File: config.mk
export PLATFORM = sky130hd
export DESIGN_NAME = chmm_ctrl
export DESIGN_NICKNAME = d
export VERILOG_FILES = /design/src/design/chmm_pkg.sv /design/src/design/chmm_ctrl.sv
export SDC_FILE = /design/constraint.sdc
export NUM_CORES = 1
export LEC_CHECK = 0
export BUFFER_PORTS_ARGS = -buffer_cell sky130_fd_sc_hd__buf_4
export CORE_AREA = 10 10 47 49
export DETAILED_ROUTE_END_ITERATION = 8
export DIE_AREA = 0 0 57 59
export GPL_TIMING_DRIVEN = 0
export PLACE_DENSITY = 0.44
export SLEW_MARGIN = 20
export SYNTH_ARGS = -nofsm -noshare
export SYNTH_HDL_FRONTEND = slang
export SYNTH_SLANG_ARGS = --single-unit
File: constraint.sdc
create_clock -name i_clk -period 1.25 [get_ports i_clk]
set_input_delay 0.1875 -clock i_clk [delete_from_list [all_inputs] [get_ports i_clk]]
set_output_delay 0.1875 -clock i_clk [all_outputs]
set_load 0.005 [all_outputs]
File: src/design/chmm_pkg.sv
`timescale 1ns / 1ps
`default_nettype none
// ============================================================================
// chmm_pkg
// Shared types, register addresses and reset values for the handheld
// memory map block.
// ============================================================================
package chmm_pkg;

    localparam int CHMM_WORK_BANKS = 7;
    localparam int BANK_SIZE       = 4096;
    localparam int MAIN_DEPTH      = 32768;
    localparam int MAIN_AW         = 15;
    localparam int VRAM_DEPTH      = 8192;
    localparam int VRAM_AW         = 13;
    localparam int PAL_DEPTH       = 64;
    localparam int PAL_AW          = 6;

    localparam logic [15:0] ADDR_JOYP  = 16'hFF00;
    localparam logic [15:0] ADDR_SB    = 16'hFF01;
    localparam logic [15:0] ADDR_SC    = 16'hFF02;
    localparam logic [15:0] ADDR_DIV   = 16'hFF04;
    localparam logic [15:0] ADDR_DMA   = 16'hFF46;
    localparam logic [15:0] ADDR_KEY1  = 16'hFF4D;
    localparam logic [15:0] ADDR_VBK   = 16'hFF4F;
    localparam logic [15:0] ADDR_HDMA5 = 16'hFF55;
    localparam logic [15:0] ADDR_BCPS  = 16'hFF68;
    localparam logic [15:0] ADDR_BCPD  = 16'hFF69;
    localparam logic [15:0] ADDR_OCPS  = 16'hFF6A;
    localparam logic [15:0] ADDR_OCPD  = 16'hFF6B;
    localparam logic [15:0] ADDR_SVBK  = 16'hFF70;

    localparam logic [7:0] STATUS_BIT7 = 8'h80;

    localparam logic OP_READ  = 1'b0;
    localparam logic OP_WRITE = 1'b1;

    typedef struct packed {
        logic        operation;
        logic [15:0] address;
        logic [7:0]  write_data;
        logic [7:0]  button_state;
    } t_in_item;

    typedef struct packed {
        logic [7:0] read_data;
        logic       serial_valid;
        logic [7:0] serial_byte;
        logic       cartridge_access;
    } t_out_item;

    // Source of the read data for the transaction in flight.
    typedef enum logic [2:0] {
        RS_ZERO  = 3'd0,
        RS_MAIN  = 3'd1,
        RS_SPEED = 3'd2,
        RS_VRAM  = 3'd3,
        RS_WORK  = 3'd4,
        RS_BGP   = 3'd5,
        RS_OBP   = 3'd6,
        RS_HDMA  = 3'd7
    } t_rsel;

    typedef struct packed {
        logic clear_step;
        logic accept;
        logic exec;
        logic load_out;
    } t_ctl_cmd;

    typedef struct packed {
        logic clear_last;
        logic out_free;
    } t_ctl_sts;

    // Power-up contents of the flat store, indexed by address minus 0x8000.
    function automatic logic [7:0] f_power_up(input logic [MAIN_AW-1:0] idx);
        logic [7:0] val;
        val = 8'h00;
        case ({1'b1, idx})
            16'hFF10: val = 8'h80;
            16'hFF11: val = 8'hBF;
            16'hFF12: val = 8'hF3;
            16'hFF14: val = 8'hBF;
            16'hFF16: val = 8'h3F;
            16'hFF19: val = 8'hBF;
            16'hFF1A: val = 8'h7F;
            16'hFF1B: val = 8'hFF;
            16'hFF1C: val = 8'h9F;
            16'hFF1E: val = 8'hBF;
            16'hFF20: val = 8'hFF;
            16'hFF23: val = 8'hBF;
            16'hFF24: val = 8'h77;
            16'hFF25: val = 8'hF3;
            16'hFF26: val = 8'hF1;
            16'hFF40: val = 8'h91;
            16'hFF47: val = 8'hFC;
            16'hFF48: val = 8'hFF;
            16'hFF49: val = 8'hFF;
            default:  val = 8'h00;
        endcase
        return val;
    endfunction

endpackage
`default_nettype wire

File: src/design/chmm_ctrl.sv
`timescale 1ns / 1ps
`default_nettype none
// ============================================================================
// chmm_ctrl
// Sequencer: runs the post-reset clearing pass, then steps each transaction
// through accept, execute and result hand-off.
// ============================================================================
module chmm_ctrl
    import chmm_pkg::*;
(
    input  wire logic     i_clk,
    input  wire logic     i_rst_n,
    input  wire logic     i_in_valid,
    output logic          o_in_ready,
    input  wire t_ctl_sts i_sts,
    output t_ctl_cmd      o_cmd
);

    typedef enum logic [3:0] {
        ST_CLEAR = 4'b0001,
        ST_IDLE  = 4'b0010,
        ST_EXEC  = 4'b0100,
        ST_DONE  = 4'b1000
    } t_state;

    t_state r_state;
    t_state n_state;

    always_ff @(posedge i_clk) begin
        if (!i_rst_n) begin
            r_state <= ST_CLEAR;
        end else begin
            r_state <= n_state;
        end
    end

    always_comb begin
        n_state        = r_state;
        o_cmd          = '0;
        o_in_ready     = 1'b0;
        unique case (r_state)
            ST_CLEAR: begin
                o_cmd.clear_step = 1'b1;
                if (i_sts.clear_last) begin
                    n_state = ST_IDLE;
                end
            end
            ST_IDLE: begin
                o_in_ready = 1'b1;
                if (i_in_valid) begin
                    o_cmd.accept = 1'b1;
                    n_state      = ST_EXEC;
                end
            end
            ST_EXEC: begin
                o_cmd.exec = 1'b1;
                n_state    = ST_DONE;
            end
            ST_DONE: begin
                // The result waits here until the output register is free.
                if (i_sts.out_free) begin
                    o_cmd.load_out = 1'b1;
                    n_state        = ST_IDLE;
                end
            end
            default: begin
                n_state = ST_CLEAR;
            end
        endcase
    end

endmodule
`default_nettype wire

==> After elaboration in Yosys (flattened, before gate mapping) <==
Index checks and enable logic that the tools add are counted.
{ "classes": {"n_addsub": 0, "multipliers": 0, "div": 0, "order_cmp": 0, "eq_ne": 7, "shift": 0, "muxes": 11, "bitwise_logic": 0, "reduce_logical": 1} }
{ "op_table": {"columns": ["operator", "n"], "rows": [
  ["case mux 4 bit (4 select lines)", 1],
  ["2-to-1 mux 4 bit", 3],
  ["2-to-1 mux 1 bit", 7],
  ["!= test 2 bit, second input constant", 3],
  ["equality test 4 x 1 -> 1 bit, second input constant", 1],
  ["equality test 4 x 2 -> 1 bit, second input constant", 1],
  ["equality test 4 x 3 -> 1 bit, second input constant", 1],
  ["equality test 4 bit, second input constant", 1],
  ["AND reduction 3 bit", 1]
]} }
{ "totals": {"regBits": 4, "latch_bits": 0, "mem_bits_rw": 0, "mem_bits_ro": 0, "out_inout_bits": 5, "mem_count": 0} }

==> Logic depth before layout (Yosys ltp) <==
Gate-level depths: netlist (run 1).
{ "logic_depth": {"ltp_word": 3, "mapped_depth": 4, "depth_no_buf": 3} }

==> Least setup slack after synthesis (run 1) <==
OpenSTA, ideal clock, no wires.
{ "synth_timing": {"kind": "reg2reg", "startpoint": "register r_state[3]", "endpoint": "register r_state[1]", "arrival_ns": 0.997, "t_required_ns": 1.125, "setup_slack_ns": 0.128, "stages_incl_launch_ff": 5, "n_path_buf": 1, "period_less_slack_ns": 1.122, "cell_sequence": "dfxtp_1 > buf_6 > or3b_1 > a21oi_2 > nor4b_2"} }
{ "synth_between": {"elab_chain_cells": 3, "word_cells_on_any_way": 9} }
{ "synth_lines": {"columns": ["item", "line", "text"], "rows": [
  ["start, declared", "chmm_ctrl.sv:26", "t_state r_state;"],
  ["start signal, assigned", "chmm_ctrl.sv:33", "r_state <= n_state;"],
  ["equality test 4 x 1 -> 1 bit, or another cell as far along", "chmm_ctrl.sv:41", "unique case (r_state)"],
  ["!= test 2 bit (no source line)", null, null],
  ["AND reduction 3 bit (no source line)", null, null]
]} }
Several ways; a longest one is shown, not always the timed one.
A chain may end at the register's enable or synchronous reset.

==> flow_metrics.tcl, run 1 <==
set metrics [dict create \
    cts_tree "done" \
    cp_num_buf_inv 3 \
    rows 14 \
    avgSynthCellArea_sq_um 9.32 \
    fin_skew_ns 0.000607 \
    p_seq_share_pct 33.4 \
    grtUsageTotal_pct 5.70 \
    rsz0062_at_grt "true" \
    grt_overflow_total 0 \
    violations "setup timing" \
    antenna_found_initial 0 \
    cts-root-buf "clkbuf_4" \
    fin_cells 65 \
    ant_nets 0 \
    multiInputGateArea_sq_um 214 \
    layout_min_cycle_time_ns 1.32 \
    syn_inst 31 \
    cts_buffer_depth 2 \
    ir_drop_mv 0.492 \
    finalSetupTns_ns -0.165 \
    clockPowerShare_pct 38.9 \
    routabilityCongestion 0.766 \
    portBuffers 9 \
    cp.arrival_ns 1.13 \
    netlist_area_sq_um 289 \
    syn_to_final_growth_pct 71.4 \
    tightest_slew_ns 0.293 \
    timing.rr.start "r_state[3]" \
    power_density_nw_per_um2 870 \
    r2r_end "r_state[1]" \
    vias_per_cell 4.63 \
    slew_viol_final 0 \
    critical_path_class "register to output port" \
    switchingPower_uw 120 \
    max_stage_delay_ns 0.32 \
    clk_pin_slew_worst_paths_ns 0.04 \
    grt_max_degree 11 \
    numCtsBuffers 3 \
    grt_pass1_vias 333 \
    core_area_sq_um 1400 \
    final_hold_viol_count 0 \
    yosysWarnings 0 \
    p_leak_nw 0.220 \
    nFillCells 152 \
    design_area_sq_um 495 \
    cp_max_fo 7 \
    crit_family "flip-flops" \
    p_sw_share_pct 27.7 \
    cp-endpoint "o_cmd[2]" \
    slew-limit-headroom_pct 80.3 \
    dp_hpwl_microns 579 \
    worstPathCellList "buf_6 -> inv_2 -> and3_4 -> and2_4 -> buf_6" \
    slowest_stage "dfxtp_2" \
    drt_pass1_iterations 4 \
    fp.dieH_microns 59 \
    seq_area_frac_synth_pct 27.7 \
    internal_power_uw 311 \
    start_util_pct 20.6 \
    crit_top_cell "buf_6" \
    hold_class "primary input to register" \
    grt_pass1_wl_microns 1460 \
    placed_area_sq_um 377 \
    drt_wl_total_microns 832 \
    pin_count 10 \
    clk_latency_ns 0.24 \
    crit_path_start "r_state[3]" \
    cts.sinks 4 \
    cp-start-kind "register" \
    critPathRequiredTime_ns 1.06 \
    vias 301 \
    cp_num_cells 5 \
    ff2ff_setup_slack_ns -0.01 \
    cap_violations 0 \
    ys_ff_latch 4 \
    regArea_sq_um 88.8 \
    r2r_cells 5 \
    drtIter0Drc 8 \
    regMostFlops "r_state" \
    fin_crit_sh_pct 105 \
    critPathCaptureType "output port" \
    finalSetupViolations 5 \
    outcome "finished with violations" \
    layout-drive-gt1-share_pct 71.4 \
    die_area_sq_um 3360 \
    wl_per_cell_microns 12.8 \
    fin_ws_ns -0.0655 \
    antenna_cells 0 \
    placed_cells 56 \
    p_comb_share_pct 27.7 \
    drc_errors 0 \
    nets 56 \
    largestRegisters "r_state (4)" \
    h-tree-depth 1 \
    largest_reg_flops 4 \
    synth_nets 36 \
    yosysUniqueCellTypes 21 \
    fmax_mhz 760 \
    die_w_microns 57 \
]
==> synth_stat cells <==
library cell  instances  area [sq um]
dfxtp_1               4          80.1
and3_1                3          18.8
nor4b_2               3          45.0
buf_4                 2          15.0
nor3b_1               2          15.0
or3b_1                2          17.5
a21o_1                1          7.51
a21oi_1               1          5.00
a21oi_2               1          8.76
and2_1                1          6.26
buf_6                 1          11.3
inv_1                 1          3.75
nand2_1               1          3.75
nor2_1                1          3.75
nor2b_1               1          6.26
nor4_1                1          6.26
nor4b_1               1          8.76
o21ai_0               1          5.00
o21ai_1               1          5.00
o31ai_1               1          7.51
xor2_1                1          8.76
==> worst reg2reg max path: stages, from the launching register on <==
cell and delay, ns:
dfxtp_2 0.31, buf_6 0.13, buf_4 0.14, or3b_4 0.36, a21oi_2 0.14, nor4b_2 0.06
==> how the worst min path moves through the flow <==
stage / startpoint / slack [ns] / end / depth (start not counted)
after global placement: i_rst_n / 0.39 / r_state[0] / 2
final: i_rst_n / 0.14 / r_state[0] / 2
after global routing: i_rst_n / 0.13 / r_state[0] / 2
after detailed placement: i_rst_n / 0.40 / r_state[0] / 2
after CTS: i_rst_n / 0.14 / r_state[0] / 2
after floorplan: i_rst_n / 0.27 / r_state[0] / 1
==> power groups by stage <==
stage | Sequential, mW | Clock (mW) | Combinational, mW
floorplan | 0.140 | 0 | 0.0648
global placement | 0.141 | 0 | 0.0985
detailed placement | 0.141 | 0 | 0.101
CTS | 0.144 | 0.173 | 0.118
global route | 0.145 | 0.190 | 0.132
finish | 0.144 | 0.168 | 0.119
==> layer usage <==
layer | GRT usage [%] | wire, microns | vias to the layer above
met3 | 3.65 | 78 | 2
met5 | 0 | 0 | -
met1 | 6.16 | 381 | 137
li1 | - | - | 150
met4 | 5.03 | 29 | 0
met2 | 7.44 | 343 | 12
==> repair_timing <==
action / 4_1_cts / 5_1_grt
endpoints found under the setup margin: 5 / 6
hold buffers: 0 / 0
endpoints found under the hold margin: 0 / 0
buffers inserted: 7 / 0
pin swaps: 7 / 0
gates resized for setup: 15 / 1
==> metrics by stage <==
step	util [%]	power, mW	setup WS, ns	hold WS [ns]
floorplan	-	0.205	0.128	0.267
global placement	26.9	0.239	0.0170	0.393
detailed placement	26.9	0.242	0.0141	0.401
CTS	35.2	0.435	-0.0740	0.137
global route	35.4	0.467	-0.119	0.133
finish	35.4	0.431	-0.0655	0.143
==> logic make-up after synthesis <==
kind of cell              after synthesis  share of synthesized area [%]
AOI/OAI and AO/OA                       6                           13.4
DFF                                     4                           27.7
and+or+nand+nor                        16                           45.5
buffers and inverters                   4                           10.4
xor gates and xnor gates                1                           3.03
==> cell type report <==
type	count	area share, %
inverters	1	0.758
flip-flops and latches	4	17.9
multi-input cells	23	43.2
clock buffers	3	4.55
plain buffers	2	4.55
well taps	16	4.04
repair buffers	16	25.0
==> placed cells by master, fill, tap and decap left out <==
cell type	count
dfxtp_1	1
buf_4	15
o21ai_0	1
and3_4	1
nor2b_2	1
a21oi_2	1
o31ai_1	1
buf_6	3
nor3b_1	2
clkbuf_4	3
nor4_1	1
a21oi_1	1
or3b_4	1
or3b_1	1
inv_2	1
and3_1	2
nor4b_2	3
o21ai_1	1
dfxtp_4	2
dfxtp_2	1
nand2_1	1
nor2_4	1
and2_4	1
a21o_1	1
nor4b_4	1
xor2_1	1
No activity file was read; power rests on OpenSTA's default activity.
==> inputs of run 2 (changes only) <==
REMOVE_ABC_BUFFERS = 1   (was not set)
TNS_END_PERCENT = 5   (was not set)
==> run 2 against run 1 <==
  * The run still ends with setup timing left
  * Power shrank 5.3%
  * Flip-flop and latch count stayed put
  * Core utilization decreased by 3.3 points
  * Global-route usage shrank 0.43 points
  * Sequential share of layout area increased by 3.2 points
  * Combinational power shrank 24%
  * Largest cell class unchanged
  * Sequential power increased by 11%
  * Critical path depth down 1
  * Via count shrank 5.3%
==> flow_metrics.tcl, run 2 (synthesized netlist as in run 1, its figures left out) <==
set metrics [dict create \
    outcome "finished with violations" \
    violations "setup timing" \
    ir_drop_mv 0.249 \
    fin_skew_ns 0.00324 \
    layout_commonest_cell "buf_4" \
    ant_nets 0 \
    cts_buffer_depth 2 \
    finalSetupViolations 2 \
    routabilityCongestion 0.719 \
    layout-drive-gt1-share_pct 65.9 \
    h-tree-depth 1 \
    final_hold_viol_count 0 \
    portBuffers 9 \
    crit_family "simple AND/OR/NAND/NOR gates" \
    cts_tree "done" \
    fp.dieH_microns 59 \
    antenna_found_initial 0 \
    clk_latency_ns 0.24 \
    start_util_pct 20.6 \
    syn_to_final_growth_pct 55.4 \
    cp_max_fo 5 \
    fin_crit_sh_pct 104 \
    vias_per_cell 4.75 \
    cp_num_cells 4 \
    tightest_slew_ns 0.291 \
    cap_violations 0 \
    ff2ff_setup_slack_ns 0.03 \
    max_stage_delay_ns 0.36 \
    hold_class "primary input to register" \
    power_density_nw_per_um2 909 \
    drt_wl_total_microns 812 \
    die_area_sq_um 3360 \
    worstPathCellList "nor2_4 -> and3_4 -> and2_4 -> buf_6" \
    slew_viol_final 0 \
    slowest_stage "dfxtp_4" \
    dp_slack_ns -0.0463 \
    cts-root-buf "clkbuf_4" \
    grtUsageTotal_pct 5.27 \
    cp.arrival_ns 1.11 \
    cp-start-kind "register" \
    slew-limit-headroom_pct 80.4 \
    placed_area_sq_um 350 \
    min_path_cells 2 \
    r2r_end "r_state[1]" \
    cts.sinks 4 \
    wl_per_cell_microns 13.5 \
    cp_num_buf_inv 1 \
    critPathRequiredTime_ns 1.06 \
    antenna_cells 0 \
    regMostFlops "r_state" \
    grt_overflow_total 0 \
    grt_pass1_wl_microns 1370 \
    pin_count 10 \
    timing.rr.start "r_state[0]" \
    p_total_uw 408 \
    drt_pass1_iterations 3 \
    design_area_sq_um 449 \
    critical_path_class "register to output port" \
    min_from "i_rst_n" \
    regArea_sq_um 95.1 \
    grt_max_degree 11 \
    cts_hold_buf 0 \
    p_leak_nw 0.192 \
    die_w_microns 57 \
    rows 14 \
    vias 285 \
    largestRegisters "r_state (4)" \
    grt_pass1_vias 295 \
    nFillCells 167 \
    rsz0062_at_grt "true" \
    layout_common_cells "buf_4, dfxtp_4, nor4b_2, clkbuf_4" \
    finalSetupTns_ns -0.0666 \
    fin_ws_ns -0.0477 \
    layout_min_cycle_time_ns 1.30 \
    fmax_mhz 771 \
    hold_end "r_state[0]" \
    critPathCaptureType "output port" \
    clk_pin_slew_worst_paths_ns 0.03 \
    drtIter0Drc 3 \
    largest_reg_flops 4 \
    core_area_sq_um 1400 \
    r2r_cells 4 \
    drc_errors 0 \
    nets 51 \
    numCtsBuffers 3 \
    multiInputGateArea_sq_um 209 \
]
run 2: cell types whose count changed in the layout (fill, tap and decap cells not counted):
| cell | previous run | this run |
|---|---|---|
| dfxtp_2 | 1 | 0 |
| buf_6 | 3 | 1 |
| dfxtp_1 | 1 | 0 |
| nor2b_2 | 1 | 0 |
| or3b_4 | 1 | 0 |
| dfxtp_4 | 2 | 4 |
| nor2b_1 | 0 | 1 |
| buf_4 | 15 | 11 |
| or3b_1 | 1 | 2 |
| clkbuf_2 | 0 | 1 |
run 2: repair_timing:
action                                  in CTS  in global routing
setup buffers                                4                  0
pin swaps                                    3                  0
endpoints found under the setup margin       5                  6
hold endpoints to repair                     0                  0
resized for setup                           15                  2
run 2: metal layers:
layer,up-vias,routed length (microns),global-route usage (%)
met2,8,432,8.37
met1,135,301,4.74
li1,142,-,-
met5,-,0,0
met3,0,79,3.43
met4,0,0,4.03
run 2: final cells by class:
| class | count | area share [%] |
|---|---|---|
| Sequential cell | 4 | 21.2 |
| Clock buffer | 3 | 5.01 |
| Tap cell | 16 | 4.46 |
| Timing Repair Buffer | 13 | 22.0 |
| Inverter | 1 | 0.836 |
| Multi-Input combinational cell | 23 | 46.5 |
run 2: worst max path at each step:
stage	startpoint	to	slack, ns
floorplan	r_state[3]	r_state[1]	0.11
global placement	r_state[0]	o_cmd[2]	-0.03
detailed placement	r_state[0]	o_cmd[2]	-0.05
CTS	r_state[1]	o_cmd[1]	-0.05
global route	r_state[0]	o_cmd[2]	-0.10
finish	r_state[0]	o_cmd[2]	-0.05
run 2: worst reg2reg max path, cell delays in order (launching register included):
cell and delay [ns]:
dfxtp_4 0.39, buf_4 0.15, or3b_1 0.36, a21oi_2 0.16, nor4b_2 0.06
run 2: per-stage QoR:
stage               utilization, %  cells  hold slack (ns)
floorplan                        -     28            0.267
global placement              25.0     53            0.394
detailed placement            25.0     53            0.396
CTS                           31.3     60            0.139
global route                  32.1     60            0.150
finish                        32.1     60            0.154
run 2: power by group:
part           total (mW)  switching [mW]  leakage, nW  internal [mW]
Clock               0.159          0.0515       0.0138          0.107
Combinational      0.0900          0.0324        0.143         0.0577
Sequential          0.160          0.0252       0.0350          0.134
Total               0.408           0.109        0.192          0.299
